File: src/sfod_pkg.sv
package sfod_pkg;

  // Widths fixed by the sensor and the configuration registers.
  localparam int DIST_W   = 16;
  localparam int DELTA_W  = 17;
  localparam int PERIOD_W = 10;
  localparam int TICK_W   = 14;
  localparam int RISE_W   = 2;
  localparam int CFG_IDX_W  = 1;
  localparam int CFG_DATA_W = 16;

  // Tick counter wraps to zero after this count.
  localparam logic [TICK_W-1:0] TICK_WRAP = 14'd10000;

  // Rises counted before the next one sets the obstacle flag.
  localparam logic [RISE_W-1:0] RISES_NEEDED = 2'd2;

  // Register reset values.
  localparam logic [PERIOD_W-1:0]      PERIOD_RESET = 10'd50;
  localparam logic signed [DIST_W-1:0] ALERT_RESET  = 16'sd20;

  // Configuration register indexes.
  localparam logic [CFG_IDX_W-1:0] CFG_SAMPLE_PERIOD  = 1'b0;
  localparam logic [CFG_IDX_W-1:0] CFG_ALERT_DISTANCE = 1'b1;

  // Input item.
  typedef struct packed {
    logic                      cmd;
    logic signed [DIST_W-1:0]  reading;
  } in_t;

  // Result item.
  typedef struct packed {
    logic signed [DIST_W-1:0]  held_distance;
    logic signed [DIST_W-1:0]  filtered_distance;
    logic                      alert;
    logic                      obstacle;
  } out_t;

endpackage

File: src/sfod_mean.sv
// Window mean, truncated toward zero, and the alert band compare.
// The divide by WINDOW is a multiplication by a rounded-up reciprocal,
// exact for every magnitude the window sum can reach.
module sfod_mean #(
  parameter int WINDOW = 8,
  parameter int SUM_W  = 16 + $clog2(WINDOW)
) (
  input  logic signed [SUM_W-1:0]              sum,
  input  logic signed [sfod_pkg::DIST_W-1:0]   alert_distance,
  output logic signed [sfod_pkg::DIST_W-1:0]   filtered,
  output logic                                 alert
);

  localparam int SHIFT   = SUM_W + $clog2(WINDOW);
  localparam int RECIP_W = SHIFT + 1;
  localparam int PROD_W  = SUM_W + RECIP_W;
  localparam logic [RECIP_W-1:0] RECIP =
    RECIP_W'(((64'd1 << SHIFT) + 64'(WINDOW) - 64'd1) / 64'(WINDOW));

  logic                          sum_neg;
  logic [SUM_W-1:0]              mag;
  logic [PROD_W-1:0]             prod;
  logic [sfod_pkg::DIST_W-1:0]   quot;

  // Divide the magnitude, then restore the sign.
  always_comb begin
    sum_neg  = sum[SUM_W-1];
    mag      = sum_neg ? SUM_W'(-sum) : SUM_W'(sum);
    prod     = PROD_W'(mag) * PROD_W'(RECIP);
    quot     = prod[SHIFT +: sfod_pkg::DIST_W];
    filtered = sum_neg ? $signed(-quot) : $signed(quot);
    alert    = !filtered[sfod_pkg::DIST_W-1] && (filtered <= alert_distance);
  end

endmodule

File: src/sonar_filter_obstacle_detect_core.sv
// Throughput: one item per cycle when in_stall is low. Sampling state and
// the running window sum are updated in the transfer cycle (state stage);
// the mean is formed as the item enters the output register, out_data.
// A sample_period write starts a remainder pass, one bit a cycle between
// config writes, that realigns the sample phase to the tick counter; input
// stalls meanwhile. rst_n low (sync) zeroes sampling state, sum and window.
module sonar_filter_obstacle_detect_core #(
  parameter int WINDOW = 8
) (
  input  logic                                   clk,
  input  logic                                   rst_n,
  input  logic                                   in_valid,
  output logic                                   in_stall,
  input  sfod_pkg::in_t                          in_data,
  output logic                                   out_valid,
  input  logic                                   out_stall,
  output sfod_pkg::out_t                         out_data,
  input  logic                                   cfg_we,
  input  logic [sfod_pkg::CFG_IDX_W-1:0]         cfg_index,
  input  logic [sfod_pkg::CFG_DATA_W-1:0]        cfg_data
);

  localparam int SUM_W = sfod_pkg::DIST_W + $clog2(WINDOW);
  localparam logic signed [SUM_W-1:0] WIN_S = SUM_W'(WINDOW);
  localparam int CNT_W = $clog2(sfod_pkg::TICK_W);

  // Configuration registers.
  logic [sfod_pkg::PERIOD_W-1:0]          period_r;
  logic signed [sfod_pkg::DIST_W-1:0]     alert_r;

  // Sampling state.
  logic signed [sfod_pkg::DIST_W-1:0]     held_r, held_nxt;
  logic signed [sfod_pkg::DIST_W-1:0]     prev_r, prev_nxt;
  logic signed [sfod_pkg::DELTA_W-1:0]    pdelta_r, pdelta_nxt;
  logic [sfod_pkg::RISE_W-1:0]            rise_r, rise_nxt;
  logic                                   obst_r, obst_nxt;
  logic [sfod_pkg::TICK_W-1:0]            tick_r, tick_nxt;
  logic [sfod_pkg::PERIOD_W-1:0]          rem_r, rem_nxt;

  // Window shift line and its running sum.
  logic signed [sfod_pkg::DIST_W-1:0]     win_r [WINDOW];
  logic signed [SUM_W-1:0]                sum_r, sum_nxt;

  // Remainder pass after a period write.
  logic                                   div_busy_r;
  logic [CNT_W-1:0]                       div_cnt_r;

  // Pipeline control.
  logic                                   s1_v_r;
  logic                                   out_v_r;
  sfod_pkg::out_t                         out_r;

  logic                                   out_ready;
  logic                                   s1_ready;
  logic                                   s1_move;
  logic                                   accept;

  logic [sfod_pkg::PERIOD_W-1:0]          period_eff;
  logic                                   do_sample;
  logic signed [sfod_pkg::DELTA_W-1:0]    delta;
  logic [sfod_pkg::PERIOD_W:0]            rem_inc;
  logic [sfod_pkg::PERIOD_W:0]            part;
  logic [sfod_pkg::PERIOD_W:0]            part_red;

  logic signed [sfod_pkg::DIST_W-1:0]     mean;
  logic                                   mean_alert;

  // Handshake: the state stage empties into the output register.
  assign out_ready = !out_v_r || !out_stall;
  assign s1_ready  = !s1_v_r || out_ready;
  assign s1_move   = s1_v_r && out_ready;
  assign in_stall  = div_busy_r || !s1_ready;
  assign accept    = in_valid && !in_stall;

  assign period_eff = (period_r == '0) ? sfod_pkg::PERIOD_W'(1) : period_r;

  // One restoring step of tick_count modulo the period.
  always_comb begin
    part     = {rem_r, tick_r[div_cnt_r]};
    part_red = (part >= {1'b0, period_eff}) ? part - {1'b0, period_eff} : part;
  end

  // Sampling, rise detection and tick advance for a tick item.
  always_comb begin
    held_nxt   = held_r;
    prev_nxt   = prev_r;
    pdelta_nxt = pdelta_r;
    rise_nxt   = rise_r;
    obst_nxt   = obst_r;
    tick_nxt   = tick_r;
    rem_nxt    = rem_r;
    do_sample  = (rem_r == '0);
    delta      = sfod_pkg::DELTA_W'(in_data.reading) - sfod_pkg::DELTA_W'(prev_r);
    rem_inc    = {1'b0, rem_r} + (sfod_pkg::PERIOD_W+1)'(1);

    if (do_sample) begin
      held_nxt = in_data.reading;
      prev_nxt = in_data.reading;
      if (!delta[sfod_pkg::DELTA_W-1] && (delta != '0) &&
          (pdelta_r[sfod_pkg::DELTA_W-1] || (pdelta_r == '0))) begin
        if (rise_r == sfod_pkg::RISES_NEEDED) begin
          obst_nxt   = 1'b1;
          pdelta_nxt = delta;
          rise_nxt   = '0;
        end else begin
          rise_nxt = rise_r + sfod_pkg::RISE_W'(1);
        end
      end else begin
        pdelta_nxt = delta;
        rise_nxt   = '0;
      end
    end

    if (tick_r == sfod_pkg::TICK_WRAP) begin
      tick_nxt = '0;
      rem_nxt  = '0;
    end else begin
      tick_nxt = tick_r + sfod_pkg::TICK_W'(1);
      rem_nxt  = (rem_inc == {1'b0, period_eff}) ? '0 : rem_inc[sfod_pkg::PERIOD_W-1:0];
    end
  end

  // Window sum: refill loads WINDOW copies, a tick pushes the new held value.
  always_comb begin
    if (in_data.cmd) begin
      sum_nxt = SUM_W'(held_r) * WIN_S;
    end else begin
      sum_nxt = sum_r - SUM_W'(win_r[WINDOW-1]) + SUM_W'(held_nxt);
    end
  end

  // Configuration, remainder pass and sampling state.
  always_ff @(posedge clk) begin
    if (!rst_n) begin
      period_r   <= sfod_pkg::PERIOD_RESET;
      alert_r    <= sfod_pkg::ALERT_RESET;
      div_busy_r <= 1'b0;
      div_cnt_r  <= '0;
      held_r     <= '0;
      prev_r     <= '0;
      pdelta_r   <= '0;
      rise_r     <= '0;
      obst_r     <= 1'b0;
      tick_r     <= '0;
      rem_r      <= '0;
      sum_r      <= '0;
    end else begin
      if (cfg_we) begin
        case (cfg_index)
          sfod_pkg::CFG_SAMPLE_PERIOD: begin
            period_r   <= cfg_data[sfod_pkg::PERIOD_W-1:0];
            div_busy_r <= 1'b1;
            div_cnt_r  <= CNT_W'(sfod_pkg::TICK_W - 1);
            rem_r      <= '0;
          end
          sfod_pkg::CFG_ALERT_DISTANCE: begin
            alert_r <= $signed(cfg_data[sfod_pkg::DIST_W-1:0]);
          end
          default: begin
          end
        endcase
      end else if (div_busy_r) begin
        rem_r <= part_red[sfod_pkg::PERIOD_W-1:0];
        if (div_cnt_r == '0) begin
          div_busy_r <= 1'b0;
        end else begin
          div_cnt_r <= div_cnt_r - CNT_W'(1);
        end
      end

      if (accept) begin
        sum_r <= sum_nxt;
        if (!in_data.cmd) begin
          held_r   <= held_nxt;
          prev_r   <= prev_nxt;
          pdelta_r <= pdelta_nxt;
          rise_r   <= rise_nxt;
          obst_r   <= obst_nxt;
          tick_r   <= tick_nxt;
          rem_r    <= rem_nxt;
        end
      end
    end
  end

  // Window shift line; slot 0 holds the newest value.
  always_ff @(posedge clk) begin
    if (!rst_n) begin
      for (int i = 0; i < WINDOW; i++) begin
        win_r[i] <= '0;
      end
    end else if (accept) begin
      if (in_data.cmd) begin
        for (int i = 0; i < WINDOW; i++) begin
          win_r[i] <= held_r;
        end
      end else begin
        win_r[0] <= held_nxt;
        for (int i = 1; i < WINDOW; i++) begin
          win_r[i] <= win_r[i-1];
        end
      end
    end
  end

  // Mean and alert from the state left by the item in the state stage.
  sfod_mean #(
    .WINDOW (WINDOW),
    .SUM_W  (SUM_W)
  ) u_mean (
    .sum            (sum_r),
    .alert_distance (alert_r),
    .filtered       (mean),
    .alert          (mean_alert)
  );

  // Stage valids and the output register.
  always_ff @(posedge clk) begin
    if (!rst_n) begin
      s1_v_r  <= 1'b0;
      out_v_r <= 1'b0;
    end else begin
      if (accept) begin
        s1_v_r <= 1'b1;
      end else if (out_ready) begin
        s1_v_r <= 1'b0;
      end

      if (s1_move) begin
        out_v_r <= 1'b1;
      end else if (!out_stall) begin
        out_v_r <= 1'b0;
      end
    end
  end

  always_ff @(posedge clk) begin
    if (s1_move) begin
      out_r.held_distance     <= held_r;
      out_r.filtered_distance <= mean;
      out_r.alert             <= mean_alert;
      out_r.obstacle          <= obst_r;
    end
  end

  assign out_valid = out_v_r;
  assign out_data  = out_r;

endmodule

File: config.mk
export PLATFORM = sky130hd
export DESIGN_NAME = sonar_filter_obstacle_detect_core
export DESIGN_NICKNAME = d
export VERILOG_FILES = /design/src/sfod_pkg.sv /design/src/sfod_mean.sv /design/src/sonar_filter_obstacle_detect_core.sv
export SDC_FILE = /design/constraint.sdc
export NUM_CORES = 1
export LEC_CHECK = 0
export BUFFER_PORTS_ARGS = -buffer_cell sky130_fd_sc_hd__buf_2
export CAP_MARGIN = 30
export CORE_ASPECT_RATIO = 1.5
export CORE_UTILIZATION = 50
export CTS_CLUSTER_DIAMETER = 60
export DETAILED_ROUTE_END_ITERATION = 10
export GPL_TIMING_DRIVEN = 0
export MAX_ROUTING_LAYER = met4
export PLACE_DENSITY_LB_ADDON = 0.15
export SLEW_MARGIN = 10
export SYNTH_ARGS = -nofsm -noshare
export SYNTH_HDL_FRONTEND = slang
export SYNTH_SLANG_ARGS = --single-unit
File: constraint.sdc
create_clock -name clk -period 4.6 [get_ports clk]
set_clock_uncertainty 0.2 [all_clocks]
set_input_delay 1.15 -clock clk [delete_from_list [all_inputs] [get_ports clk]]
set_output_delay 1.15 -clock clk [all_outputs]
set_load 0.05 [all_outputs]
==> results.yml <==
sta:
  setup_viol: 0
  slew_headroom_pct: 38.22
  finalHoldViolCount: 0
  period_share_pct: 96.73
  grt_setup_unrepaired: "yes"
  worst_pin_slew_ns: 0.9206
  slew_violations: 0
  fin_crit_ns: 4.450
  fmax_mhz: 224.7
setup_path:
  worst_setup_path_end_kind: "register"
  path_max_fanout: 10
  reg2reg_to: "sum_r[15]"
  path_class: "reg -> reg"
  critPathLaunchType: "register"
  rrSetupSlack_ns: 0.15
  arrival_ns: 4.67
  worst_r2r_startpoint: "rem_r[5]"
  rr_worst_depth: 17
  cp.required_ns: 4.83
layout:
  fin_area_sq_um: 17800
  final_layout_size_suffix_gt1_share_pct: 11.49
  synthToLayoutAreaGrowth_pct: 13.42
  fin_util_pct: 57.55
  n_fill_cell: 2764
  final_nets: 1914
yosys:
  synth_seq_cells: 290
  synth_warnings: 0
  ys_seq_area_share_pct: 47.31
  synth_nets: 1807
  netlist_area_sq_um: 15700
  synth_flop_cell: "edfxtp_1"
  netlist_instances: 1680
  async_flop_share_pct: 0
  synth_edf_count: 162
  synthDistinctLibCells: 84
  avgSynthCellArea_sq_um: 9.344
drt:
  wirelength_um: 43150
  drt_iter0_drc: 698
  dr.pass1.iters: 7
  wl_per_cell_um: 19.46
  avgViaCountPerCell: 5.656
  num_vias: 12540
  drcViolationCount: 0
  ant_nets: 0
cts:
  cts_buffers: 30
  ctsHoldBuffers: 0
  cts.sinks: 290
  h-tree-depth: 1
  root_buffer: "clkbuf_16"
  path_clk_slew_ns: 0.07
  cts_tree: "yes"
  clk_latency_ns: 0.58
  clockBufferDepth: 3
min_path:
  hold-path-endpoint: "out_data[0]"
  worstHoldStart: "obst_r"
  holdCritPathClass: "reg -> reg"
  min_path_cells: 0
place:
  io_buffers: 72
  dpl_cell_area_sq_um: 16670
  gp_congestion: 0.9253
  hpwl_um: 33700
power:
  power_density_nw_per_um2: 441.8
  ir_drop_mv: 0.3380
  power.total_mw: 7.866
  leakage_nw: 7.001
global_route:
  grt_pass1_vias: 12610
  overflow: 0
  grt_pass1_wl_um: 67580
  grt_usage_pct: 28.07
  antenna_found_initial: 0
  grt_max_degree: 37
flow_run:
  drv_cap: 0
floorplan:
  dieArea_sq_um: 32120
  coreArea_sq_um: 30940
  io_pins: 75
  start_util_pct: 50.74
  core.rowCount: 79
  die_x_um: 146.7
  die_h_um: 219.0
outcome:
  status: "finished, final reports clean"
## state kept, by name, indices dropped and copies added (netlist names)
register / count
obst_r: 1
alert_r: 16
held_r: 16
rem_r: 10
pdelta_r: 17
rise_r: 2
tick_r: 14
div_busy_r: 1
prev_r: 16
out_data: 34
win_r: 128
period_r: 10
div_cnt_r: 4
s1_v_r: 1
out_valid: 1
sum_r: 19
## power by group
group / switching, mW / internal [mW]
sequential: 0.140 / 2.94
clock: 1.06 / 1.45
combinational: 1.37 / 0.901
total: 2.58 / 5.29
## routing by layer
layer | share of wire, % | GRT usage (%) | vias to the layer above
li1 | - | - | 6130
met1 | 37 | 28.50 | 5964
met2 | 54 | 53.08 | 336
met3 | 3.7 | 2.744 | 109
met4 | 5.3 | 14.31 | 0
met5 | 0 | - | -
## cell type report
class / count / area [sq um] / share of cell area, %
multi-input cells: 1208 / 7676 / 43.11
diodes: 1 / 2.502 / 0.01405
clock buffers: 41 / 872.1 / 4.898
plain buffers: 72 / 301.5 / 1.694
repair buffers: 78 / 462.9 / 2.600
well taps: 405 / 506.7 / 2.846
inverters: 107 / 402.9 / 2.263
clock inverters: 15 / 147.6 / 0.8292
flip-flops and latches: 290 / 7432 / 41.74
## cell usage after synthesis (18+ instances only)
library cell | number | share of area, %
a21o_1 | 20 | 0.96
a21oi_1 | 199 | 6.3
clkbuf_1 | 65 | 1.6
dfxtp_1 | 128 | 16
edfxtp_1 | 162 | 31
fa_1 | 20 | 2.6
ha_1 | 68 | 5.4
inv_1 | 105 | 2.5
mux2i_1 | 24 | 1.5
nand2_1 | 391 | 9.3
nand4_1 | 18 | 0.72
nor2_1 | 70 | 1.7
nor3_1 | 25 | 0.80
o21ai_0 | 49 | 1.6
xnor2_1 | 48 | 2.7
xor2_1 | 24 | 1.3
## cell usage in the layout (no fill, tap or decap), types with 7 or more instances in the layout
cell type,synthesis,layout
or3_1,16,16
nor4_1,12,11
fa_1,20,19
edfxtp_1,162,162
a31oi_1,7,7
o211ai_1,15,15
nor2_1,70,70
mux2_2,16,16
xor2_1,24,24
o21ai_0,49,46
nand2b_1,15,15
nor2b_1,8,8
a21o_1,20,20
a211oi_1,14,12
clkbuf_16,0,32
clkinv_2,0,7
dfxtp_1,128,124
inv_1,105,103
nand4_1,18,18
xnor2_1,48,48
mux2i_1,24,23
nand3_1,16,16
ha_1,68,67
a21oi_1,199,198
nor3_1,25,25
o21a_1,10,10
and3_1,9,9
buf_2,3,74
clkbuf_1,65,63
nand2_1,391,391
a221oi_1,9,9
o21ai_1,7,7
## worst max path at each step
stage | startpoint | end | slack (ns) | cells past startpoint
finish | rem_r[5] | sum_r[15] | 0.15 | 17
global route | rem_r[0] | sum_r[16] | -0.03 | 17
detailed placement | rem_r[0] | sum_r[15] | -1.07 | 17
global placement | out_stall | out_data[29] | -1.53 | 2
floorplan | rem_r[0] | sum_r[15] | 0.1 | 18
CTS | rem_r[0] | sum_r[15] | 0.02 | 17
## stage by stage
stage	worst slack, ns	std cells	hold WS [ns]	TNS [ns]
floorplan	0.09979	1680	0.2090	0
global placement	-1.531	2157	0.2146	-107.64
detailed placement	-1.073	2162	0.2229	-8.649
CTS	0.01726	2218	0.2389	0
global route	-0.02928	2216	0.2449	-0.02928
finish	0.1502	2217	0.2359	0
## critical path: stages, from the launching register on
cell       delay [ns]
dfxtp_2          0.38
nor4_2           0.30
nand4_1          0.25
buf_6            0.20
buf_4            0.19
nand2_1          0.13
o21ai_4          0.09
fa_2             0.57
ha_1             0.23
a21o_1           0.17
a21o_1           0.24
a2111oi_4        0.37
o21ai_2          0.15
a32oi_2          0.24
nand2b_1         0.09
a21oi_1          0.18
xor2_1           0.18
o221ai_1         0.13
## timing repair
action                     in CTS  in global routing
setup buffers                   1                  0
pin swaps                       4                  6
setup endpoints to repair      13                 14
gates resized for setup        18                 16
## kinds of logic after synthesis
family	share of synthesized area [%]
AOI/OAI and AO/OA	15.89
adders and majority gates	7.971
xor gates and xnor gates	4.017
DFF	47.31
muxes	3.109
buffers and inverters	4.472
and+or+nand+nor	17.23
No activity file was read; power rests on OpenSTA's default activity.
